**config.mk**
```make
export PLATFORM = sky130hd
export DESIGN_NAME = coin_credit_io_controller
export DESIGN_NICKNAME = d
export VERILOG_FILES = /design/src/ccio_pkg.sv /design/src/coin_credit_io_controller.sv
export SDC_FILE = /design/constraint.sdc
export NUM_CORES = 1
export LEC_CHECK = 0
export BUFFER_PORTS_ARGS = -buffer_cell sky130_fd_sc_hd__buf_2
export CORE_MARGIN = 2
export CORE_UTILIZATION = 36
export DETAILED_ROUTE_END_ITERATION = 8
export HOLD_SLACK_MARGIN = 0.15
export PLACE_DENSITY = 0.57
export SETUP_SLACK_MARGIN = 0.15
export SYNTH_ARGS = -nofsm -noshare
export SYNTH_HDL_FRONTEND = slang
export SYNTH_SLANG_ARGS = --single-unit
```
**constraint.sdc**
```tcl
create_clock -name aclk -period 12.32 [get_ports aclk]
set_input_delay 1.232 -clock aclk [delete_from_list [all_inputs] [get_ports aclk]]
set_output_delay 1.232 -clock aclk [all_outputs]
set_load 0.05 [all_outputs]
```
**src/ccio_pkg.sv**
```systemverilog
// shared constants, mode codes and helper functions for the coin and credit controller
// no dependencies
`default_nettype none

package ccio_pkg;

    // access modes selected by command writes
    localparam logic [2:0] MODE_NOP     = 3'd0;
    localparam logic [2:0] MODE_COINAGE = 3'd1;
    localparam logic [2:0] MODE_CREDITS = 3'd2;
    localparam logic [2:0] MODE_PORTS   = 3'd5;

    // port 0 bit positions (active low)
    localparam int BIT_FIRE1   = 0;
    localparam int BIT_FIRE2   = 1;
    localparam int BIT_START1  = 2;
    localparam int BIT_START2  = 3;
    localparam int BIT_COIN1   = 4;
    localparam int BIT_COIN2   = 5;
    localparam int BIT_SERVICE = 6;
    localparam int BIT_TEST    = 7;

    localparam logic [7:0] TEST_BYTE      = 8'hBB;
    localparam logic [6:0] CREDIT_CEILING = 7'd99;
    localparam logic [6:0] FREE_PLAY      = 7'd100;
    localparam logic [7:0] PORT0_RESET    = 8'hFF;
    localparam logic [2:0] COINAGE_WRITES = 3'd4;

    // credit count to packed bcd, tens found by reciprocal multiply (exact below 128)
    function automatic logic [7:0] to_bcd(input logic [6:0] c);
        logic [14:0] p;
        logic [3:0]  tens;
        logic [6:0]  ones;
        p    = 15'(c) * 15'd205;
        tens = p[14:11];
        ones = c - 7'({3'b000, tens} * 7'd10);
        return {tens, ones[3:0]};
    endfunction

    // read sequence advance: (s + 1) mod 3
    function automatic logic [2:0] seq_advance(input logic [2:0] s);
        logic [2:0] n;
        unique case (s)
            3'd0:    n = 3'd1;
            3'd1:    n = 3'd2;
            3'd2:    n = 3'd0;
            3'd3:    n = 3'd1;
            3'd4:    n = 3'd2;
            3'd5:    n = 3'd0;
            3'd6:    n = 3'd1;
            3'd7:    n = 3'd2;
            default: n = 3'd0;
        endcase
        return n;
    endfunction

endpackage

`default_nettype wire

```
**src/coin_credit_io_controller.sv**
```systemverilog
// Each access passes the input register and then the result register, which drives m_valid.
// Throughput: one bus access per cycle while the result side does not stall; the only state
// loop is the credit/coin update logic between the input register and the result register.
// Stalls on the result side fill the input register, then hold s_ready low.
// Reset (aresetn low, synchronous) empties both registers and restores the controller state. ccio_pkg.
`default_nettype none

module coin_credit_io_controller (
    input  wire logic       aclk,
    input  wire logic       aresetn,
    input  wire logic       s_valid,
    output logic            s_ready,
    input  wire logic       s_func,
    input  wire logic [7:0] s_write_data,
    input  wire logic [7:0] s_port0_value,
    input  wire logic [7:0] s_port1_value,
    output logic            m_valid,
    input  wire logic       m_ready,
    output logic [7:0]      m_read_data
);

    // input register
    logic       in_valid_reg;
    logic       in_func_reg;
    logic [7:0] in_wdata_reg;
    logic [7:0] in_p0_reg;
    logic [7:0] in_p1_reg;

    // result register
    logic       out_valid_reg;
    logic [7:0] out_data_reg;
    logic [7:0] out_data_next;

    // controller state
    logic [6:0] credit_reg, credit_next;
    logic [3:0] coin0_reg, coin0_next;
    logic [3:0] coin1_reg, coin1_next;
    logic [2:0] cpc0_reg, cpc0_next;
    logic [2:0] cpc1_reg, cpc1_next;
    logic [2:0] cpn0_reg, cpn0_next;
    logic [2:0] cpn1_reg, cpn1_next;
    logic [2:0] mode_reg, mode_next;
    logic [2:0] seq_reg, seq_next;
    logic [7:0] prev_p0_reg, prev_p0_next;

    logic       advance;
    logic       out_free;
    logic [2:0] wval;
    logic [7:0] fell;
    logic [7:0] evt;
    logic [6:0] cr_a, cr_b, cr_c, cr_d;
    logic [3:0] c0_inc, c1_inc;

    assign out_free = !out_valid_reg || m_ready;
    assign advance  = in_valid_reg && out_free;
    assign s_ready  = !in_valid_reg || out_free;
    assign m_valid  = out_valid_reg;
    assign m_read_data = out_data_reg;

    assign wval = in_wdata_reg[2:0];
    assign fell = prev_p0_reg & ~in_p0_reg;
    assign evt  = in_p0_reg | ~prev_p0_reg;

    always_ff @(posedge aclk) begin
        if (!aresetn) begin
            in_valid_reg  <= 1'b0;
            out_valid_reg <= 1'b0;
            credit_reg    <= '0;
            coin0_reg     <= '0;
            coin1_reg     <= '0;
            cpc0_reg      <= 3'd1;
            cpc1_reg      <= 3'd1;
            cpn0_reg      <= 3'd1;
            cpn1_reg      <= 3'd1;
            mode_reg      <= ccio_pkg::MODE_NOP;
            seq_reg       <= '0;
            prev_p0_reg   <= ccio_pkg::PORT0_RESET;
        end else begin
            if (s_ready) begin
                in_valid_reg <= s_valid;
            end
            if (out_free) begin
                out_valid_reg <= in_valid_reg;
            end
            credit_reg  <= credit_next;
            coin0_reg   <= coin0_next;
            coin1_reg   <= coin1_next;
            cpc0_reg    <= cpc0_next;
            cpc1_reg    <= cpc1_next;
            cpn0_reg    <= cpn0_next;
            cpn1_reg    <= cpn1_next;
            mode_reg    <= mode_next;
            seq_reg     <= seq_next;
            prev_p0_reg <= prev_p0_next;
        end
    end

    // payload registers
    always_ff @(posedge aclk) begin
        if (s_ready && s_valid) begin
            in_func_reg  <= s_func;
            in_wdata_reg <= s_write_data;
            in_p0_reg    <= s_port0_value;
            in_p1_reg    <= s_port1_value;
        end
        if (advance) begin
            out_data_reg <= out_data_next;
        end
    end

    always_comb begin
        credit_next   = credit_reg;
        coin0_next    = coin0_reg;
        coin1_next    = coin1_reg;
        cpc0_next     = cpc0_reg;
        cpc1_next     = cpc1_reg;
        cpn0_next     = cpn0_reg;
        cpn1_next     = cpn1_reg;
        mode_next     = mode_reg;
        seq_next      = seq_reg;
        prev_p0_next  = prev_p0_reg;
        out_data_next = '0;
        cr_a          = credit_reg;
        cr_b          = credit_reg;
        cr_c          = credit_reg;
        cr_d          = credit_reg;
        c0_inc        = coin0_reg;
        c1_inc        = coin1_reg;

        if (advance) begin
            if (in_func_reg) begin
                if (mode_reg == ccio_pkg::MODE_COINAGE && seq_reg != 3'd0) begin
                    // coinage data, stored by remaining write count
                    unique case (seq_reg)
                        3'd4:    cpc0_next = wval;
                        3'd3:    cpn0_next = wval;
                        3'd2:    cpc1_next = wval;
                        3'd1:    cpn1_next = wval;
                        default: ;
                    endcase
                    seq_next = seq_reg - 3'd1;
                end else begin
                    seq_next = '0;
                    unique case (wval)
                        ccio_pkg::MODE_COINAGE: begin
                            mode_next   = ccio_pkg::MODE_COINAGE;
                            credit_next = '0;
                            seq_next    = ccio_pkg::COINAGE_WRITES;
                        end
                        ccio_pkg::MODE_CREDITS, ccio_pkg::MODE_PORTS: begin
                            mode_next = wval;
                        end
                        default: ;
                    endcase
                end
            end else begin
                seq_next = ccio_pkg::seq_advance(seq_reg);
                if (mode_reg == ccio_pkg::MODE_PORTS) begin
                    if (seq_reg == 3'd0) begin
                        out_data_next = in_p0_reg;
                    end else if (seq_reg == 3'd1) begin
                        out_data_next = in_p1_reg;
                    end
                end else if (mode_reg == ccio_pkg::MODE_CREDITS) begin
                    if (seq_reg == 3'd0) begin
                        if (cpc0_reg != 3'd0) begin
                            if (credit_reg < ccio_pkg::CREDIT_CEILING) begin
                                // coin slot 1
                                if (fell[ccio_pkg::BIT_COIN1]) begin
                                    c0_inc = coin0_reg + 4'd1;
                                    if (c0_inc >= {1'b0, cpc0_reg}) begin
                                        c0_inc = c0_inc - {1'b0, cpc0_reg};
                                        cr_a   = credit_reg + {4'b0000, cpn0_reg};
                                    end
                                end
                                cr_b = cr_a;
                                // coin slot 2
                                if (fell[ccio_pkg::BIT_COIN2]) begin
                                    c1_inc = coin1_reg + 4'd1;
                                    if (c1_inc >= {1'b0, cpc1_reg}) begin
                                        c1_inc = c1_inc - {1'b0, cpc1_reg};
                                        cr_b   = cr_a + {4'b0000, cpn1_reg};
                                    end
                                end
                                cr_c = cr_b;
                                if (fell[ccio_pkg::BIT_SERVICE]) begin
                                    cr_c = cr_b + 7'd1;
                                end
                            end
                        end else begin
                            cr_c = ccio_pkg::FREE_PLAY;
                        end
                        // start buttons charge credits
                        cr_d = cr_c;
                        if (fell[ccio_pkg::BIT_START1] && cr_c != 7'd0) begin
                            cr_d = cr_c - 7'd1;
                        end else if (fell[ccio_pkg::BIT_START2] && cr_c >= 7'd2) begin
                            cr_d = cr_c - 7'd2;
                        end
                        credit_next = cr_d;
                        coin0_next  = c0_inc;
                        coin1_next  = c1_inc;
                        if (!in_p0_reg[ccio_pkg::BIT_TEST]) begin
                            out_data_next = ccio_pkg::TEST_BYTE;
                        end else begin
                            out_data_next = ccio_pkg::to_bcd(cr_d);
                        end
                    end else if (seq_reg == 3'd1) begin
                        out_data_next = {2'b00, in_p0_reg[ccio_pkg::BIT_FIRE1],
                                         evt[ccio_pkg::BIT_FIRE1], in_p1_reg[3:0]};
                    end else if (seq_reg == 3'd2) begin
                        out_data_next = {2'b00, in_p0_reg[ccio_pkg::BIT_FIRE2],
                                         evt[ccio_pkg::BIT_FIRE2], in_p1_reg[7:4]};
                        prev_p0_next  = in_p0_reg;
                    end
                end
            end
        end
    end

`ifndef ASSERT_OFF
    // the sequence counter never leaves its coinage range
    a_seq_range: assert property (@(posedge aclk) disable iff (!aresetn)
        seq_reg <= ccio_pkg::COINAGE_WRITES)
        else $error("sequence count out of range");

    // a pending coinage write count implies set-coinage mode
    a_seq_mode: assert property (@(posedge aclk) disable iff (!aresetn)
        seq_reg >= 3'd3 |-> mode_reg == ccio_pkg::MODE_COINAGE)
        else $error("coinage count outside set-coinage mode");

    // a write transfer always returns zero
    a_write_zero: assert property (@(posedge aclk) disable iff (!aresetn)
        advance && in_func_reg |=> m_valid && m_read_data == 8'h00)
        else $error("write returned nonzero data");

    // input side only stalls when both registers are full and the output is held
    a_stall_cause: assert property (@(posedge aclk) disable iff (!aresetn)
        !s_ready |-> in_valid_reg && out_valid_reg && !m_ready)
        else $error("input stalled without backpressure");
`endif

endmodule

`default_nettype wire
```
# Word-level counts from Yosys, hierarchy flattened
# Memories as Yosys holds them, arrays and structs flattened. A register that Yosys moved wholly into a read port is not among the register bits.
# Index checks and enable logic that the tools add are counted.
# Widths: inputs -> output; s select.
[word_totals] mem_count=1 regBits=70 output_inout_bits=10 elab_cells=138 romBits=16 in_bits=29
[op_classes] add_sub_neg=11 mul=2 order_cmp=4 bitwise_logic=9 n_reduce_logical=26 eq_ne=13 muxes=55
[memory_table] name="(name not given)" words=8 width=2 rd=1 rd_clocked_by_memory_dff=1 write_ports=0 line="ccio_pkg.sv:43" rtl="unique case (s)"
[ops] op="$mux 7" count=39
[ops] op="$mux 8" count=6
[ops] op="$reduce_and 4->1" count=5
[ops] op="$reduce_and 8->1" count=2
[ops] op="$mul 7x8->15 const B" count=1
[ops] op="$mux 3" count=5
[ops] op="$add 7x3->7" count=2
[ops] op="$eq 3x2->1 const B" count=4
[ops] op="$mux 6" count=2
[ops] op="$eq 3x1->1 const B" count=3
[ops] op="$eq 3x3->1 const B" count=3
[ops] op="$add 4x1->4 const B" count=2
[ops] op="$ge 4x3->1" count=2
[ops] op="$mux 4" count=2
[ops] op="$sub 4x3->4" count=2
[ops] op="$add 7x1->7 const B" count=1
[ops] op="$and 7x7->7" count=1
[ops] op="$ge 7x2->1 const B" count=1
[ops] op="$lt 7x7->1 const B" count=1
[ops] op="$not 7->7" count=1
[ops] op="$reduce_and 7->1" count=1
[ops] op="$reduce_bool 7->1" count=1
[ops] op="$sub 7x1->7 const B" count=1
[ops] op="$sub 7x2->7 const B" count=1
[ops] op="17 further kinds" count=31

# Longest topological paths before layout
[logic_depth] ltp_word=46 ltp_mapped=49

# Worst setup path before layout
# No wires, ideal clock.
[synth_timing] path_kind="reg-to-reg" start="register coin0_reg[0]" end="register out_data_reg[3] (netlist: m_read_data[3]) (data pin)" path_stages_with_launch=47 period_less_slack_ns=10.172 required_ns=12.066 arrival_time_ns=9.918 setup_time_ns=0.254 path_buffers=0 setup_slack_ns=2.148 path_cell_list="dfxtp_1 ha_1 fa_1 a21oi_1 a21oi_2 nor2_2 mux2_2 ha_1 fa_1 mux2_2 ha_1 mux2_2 a21oi_1 nor2_1 inv_1 ha_1 nand2_1 nor3_1 [11 not listed] inv_1 fa_1 inv_1 ha_1 a21oi_1 nor2_1 a211o_1 nor2_1 o211ai_1 or3_1 o31a_1 a41o_1 xor2_1 fa_1 xnor2_1 xnor2_1 xnor3_1 a21o_1"
[synth_between] elab_chain_cells=46 word_cells_on_any_way=50 cone_classes="6 x add/sub; 2 x mul; 2 x order compare; 37 x mux; 3 x reduce/logical"
[synth_rtl] element="from (decl)" line="coin_credit_io_controller.sv:36" rtl="logic [3:0] coin0_reg, coin0_next;"
[synth_rtl] element="from (signal assigned)" line="coin_credit_io_controller.sv:86" rtl="coin0_reg <= coin0_next;"
[synth_rtl] element="$add 4x1->4 *" line="coin_credit_io_controller.sv:170" rtl="c0_inc = coin0_reg + 4'd1;"
[synth_rtl] element="$ge 4x3->1 *" line="coin_credit_io_controller.sv:171" rtl="if (c0_inc >= {1'b0, cpc0_reg}) begin"
[synth_rtl] element="$mux 7 *" line="coin_credit_io_controller.sv:171"
[synth_rtl] element="$mux 7 *" line="coin_credit_io_controller.sv:169" rtl="if (fell[ccio_pkg::BIT_COIN1]) begin"
[synth_rtl] element="$mux 7 *" line="coin_credit_io_controller.sv:167" rtl="if (credit_reg < ccio_pkg::CREDIT_CEILING) begin"
[synth_rtl] element="$mux 7 *" line="coin_credit_io_controller.sv:166" rtl="if (cpc0_reg != 3'd0) begin"
[synth_rtl] element="$mux 7 *" line="coin_credit_io_controller.sv:165" rtl="if (seq_reg == 3'd0) begin"
[synth_rtl] element="$mux 7 *" line="coin_credit_io_controller.sv:164" rtl="end else if (mode_reg == ccio_pkg::MODE_CREDITS) begin"
[synth_rtl] element="[30 not listed]"
[synth_rtl] element="$mux 7 *" line="coin_credit_io_controller.sv:130" rtl="if (advance) begin"
[synth_rtl] element="$mul 7x8->15" line="ccio_pkg.sv:34" rtl="p = 15'(c) * 15'd205;"
[synth_rtl] element="$mul 4x3->3" line="ccio_pkg.sv:36" rtl="ones = c - 7'({3'b000, tens} * 7'd10);"
[synth_rtl] element="$sub 4x4->4 *" line="ccio_pkg.sv:36"
[synth_rtl] element="$mux 8 *" line="coin_credit_io_controller.sv:203" rtl="if (!in_p0_reg[ccio_pkg::BIT_TEST]) begin"
[synth_rtl] element="$mux 8 *" line="coin_credit_io_controller.sv:165"
[synth_rtl] element="$mux 8 *" line="coin_credit_io_controller.sv:164"
[synth_rtl] element="$mux 8 *" line="coin_credit_io_controller.sv:158" rtl="if (mode_reg == ccio_pkg::MODE_PORTS) begin"
[synth_rtl] element="to (signal assigned)" line="coin_credit_io_controller.sv:107" rtl="out_data_reg <= out_data_next;"
[synth_rtl] element="to (decl)" line="coin_credit_io_controller.sv:31" rtl="logic [7:0] out_data_reg;"
# Every way passes the cells marked *; elsewhere a longest branch is shown, timed or not. The select of a mux whose other input is x is not followed.
# A chain may end at the register's enable or synchronous reset.

# Worst setup path after layout
# Same ends and word-level chain as after synthesis.

==> out/results.txt <==
RSZ-0062 raised after global routing: no
largest net degree at the start of global routing: 23
Rel. slew slack: 15.5%
Worst Hold Class: reg2reg
warnings from Yosys: 0
Setup TNS: 0 ns
Seq/Total Area, Yosys: 29.8%
Post-synth EDFFs: 28
power density cells: 126 nW/um2
Clock Latency Late Sink: 0.33 ns
DR WL/cell: 15.0 um
predominant post-synthesis flop cell: dfxtp_1
post-route setup slack: 0.986 ns
Max Freq: 0.0882 GHz
Synth Area per Inst: 8.97 um2
required time of the critical path: 12.41 ns
Gate Count Post-Synth: 644
H-tree Lvls: 3
Die Ht: 131 um
final antenna-violating net count: 0
Yosys cell types: 77
CP most frequent cell: ha_1
Worst Skew: 0.00449 ns
Clock Path Buffers: 2
Initial DRC Count: 215
DIE AREA: 17100 um2
total CTS buffers: 9
CTS tree: yes
gr usage total: 16.8%
initial antenna violation count: 0
Hold-fix buffers, CTS: 0
Sink Count: 72
DRT Pass-1 Iters: 5
Core Region: 15800 um2
total setup buffers inserted after CTS: 0
Final HPWL DP: 10700 um
vias post-DR: 4654
syn_nets: 745
period utilisation layout: 92.0%
crit start category: register
GP Congestion: 0.923
vias in the first global route: 4684
die width: 131 um
post-CTS resize count: 0
share of layout cells above drive strength 1: 12.4%
synthesized flop and latch total: 72
final hold violations: 0
vias per cell: 5.21
total gr overflow: 0
biggest cell delay along the critical path: 0.51 ns
synthesized area: 5780 um2
Worst Path Max Fanout: 5
Final Core Density: 41.2%
worst vdd ir: 0.0915 mV
I/O pin count: 39
Final Max Slew Viols: 0
Max stage delay cell, worst path: fa_1
area grow syn2layout: 12.4%
worst slew pin tran: 1.26 ns
IO Port Bufs: 33
global-route wire length before repair: 22600 um
final net count: 773
Root Buffer: clkbuf_16
Antenna diodes: 0
DR DRC count: 0
drt total wl: 13400 um
Async S/R FF share, synth: 0%
Setup CP Type: reg2reg
dpl ws: 0.983 ns
Worst-path clk slew: 0.06 ns
status: finished, final reports clean
cell leakage power: 2.71 nW
Worst setup EP type: register
max_cap viols: 0
post-route minimum period: 11.33 ns
initial core utilization: 36.6%
Worst Path Arrival: 11.42 ns
Site Rows: 46
Final setup viols: 0
## worst paths after layout
| kind | startpoint | endpoint | slack (ns) | cells past startpoint |
|---|---|---|---|---|
| worst max register to register | coin0_reg[0] | m_read_data[3] | 0.99 | 44 |
| worst min register to register | cpc1_reg[1] | cpc1_reg[1] | 0.47 | 2 |
| worst min-delay path | cpc1_reg[1] | cpc1_reg[1] | 0.47 | 2 |
| worst max-delay path | coin0_reg[0] | m_read_data[3] | 0.99 | 44 |
## logic make-up after synthesis
logic type	after synthesis	synth area share, %
xor gates and xnor gates	37	6.24
adders and majority gates	72	17.3
DFF	72	29.8
and+or+nand+nor	229	19.6
muxes	26	4.72
AOI/OAI and AO/OA	138	17.5
buffers and inverters	70	4.83
## worst max-delay path: cells and delay by family (launching register included)
kind,cells,cell delay [ns]
AO/OA/AOI/OAI,11,2.26
XOR/XNOR,5,1.15
adder cells (fa/ha/maj),12,4.24
buffers and inverters,4,0.52
flip-flops,1,0.35
multiplexers,3,0.95
AND/OR/NAND/NOR,9,1.60
## synth_stat cells (all sizes together) (11+ instances only)
master | n | area (um2)
nor2 | 66 | 250
xnor2 | 20 | 175
edfxtp | 28 | 841
clkbuf | 16 | 60.1
mux2i | 19 | 190
fa | 13 | 260
nand2 | 59 | 221
ha | 59 | 738
o21ai | 22 | 125
nand3 | 21 | 105
nor2b | 14 | 87.6
dfxtp | 44 | 881
inv | 50 | 188
xor2 | 15 | 139
a21o | 11 | 82.6
a21oi | 36 | 195
nor3 | 15 | 80.1
## per-stage QoR
stage                     hold slack [ns]  total power [W]  instance area (um2)  cells
after CTS                           0.472         0.000827                 6490    893
after floorplan                     0.436         0.000476                 5780    644
final                               0.470         0.000818                 6490    893
after global routing                0.485         0.000879                 6490    893
after global placement              0.448         0.000536                 6150    877
after detailed placement            0.458         0.000546                 6150    877
## cells in the final DEF (no fill, tap or decap), types with 6 or more instances in the layout
cell / netlist / routed
xor2_1: 14 / 14
nor2b_1: 14 / 14
a21o_1: 11 / 11
or3_1: 9 / 9
dfxtp_1: 44 / 44
a31oi_1: 6 / 6
clkbuf_16: 0 / 12
inv_1: 49 / 49
nor2_1: 65 / 65
xnor2_1: 20 / 20
mux2i_1: 19 / 19
o21ai_0: 17 / 17
fa_1: 13 / 13
nor3b_1: 6 / 6
mux2_2: 6 / 6
ha_1: 59 / 59
a21oi_1: 34 / 34
nand2_1: 59 / 59
a22oi_1: 9 / 9
edfxtp_1: 28 / 28
nor3_1: 14 / 14
nand3_1: 21 / 21
buf_2: 1 / 33
nand2b_1: 7 / 7
a211oi_1: 7 / 7
## metal layers
metal	GRT usage, %	up-vias	wire [um]
met5	0	-	0
met4	5.51	0	217
met3	2.32	16	393
met2	29.2	75	6520
met1	21.4	2212	6290
li1	-	2351	-
## where the power goes
group          internal, W  total, W  switching [W]
sequential        0.000255  0.000262     0.00000684
combinational     0.000117  0.000278       0.000162
clock             0.000184  0.000278      0.0000942
## layout make-up
type	instances	area (um2)
Fill cell	1579	9280
Multi-Input combinational cell	502	3770
Sequential cell	72	1720
Clock buffer	14	328
Tap cell	216	270
Timing Repair Buffer	37	195
Inverter	50	188
Clock inverter	2	12.5
Note: power is estimated with default switching activity, not from simulation.
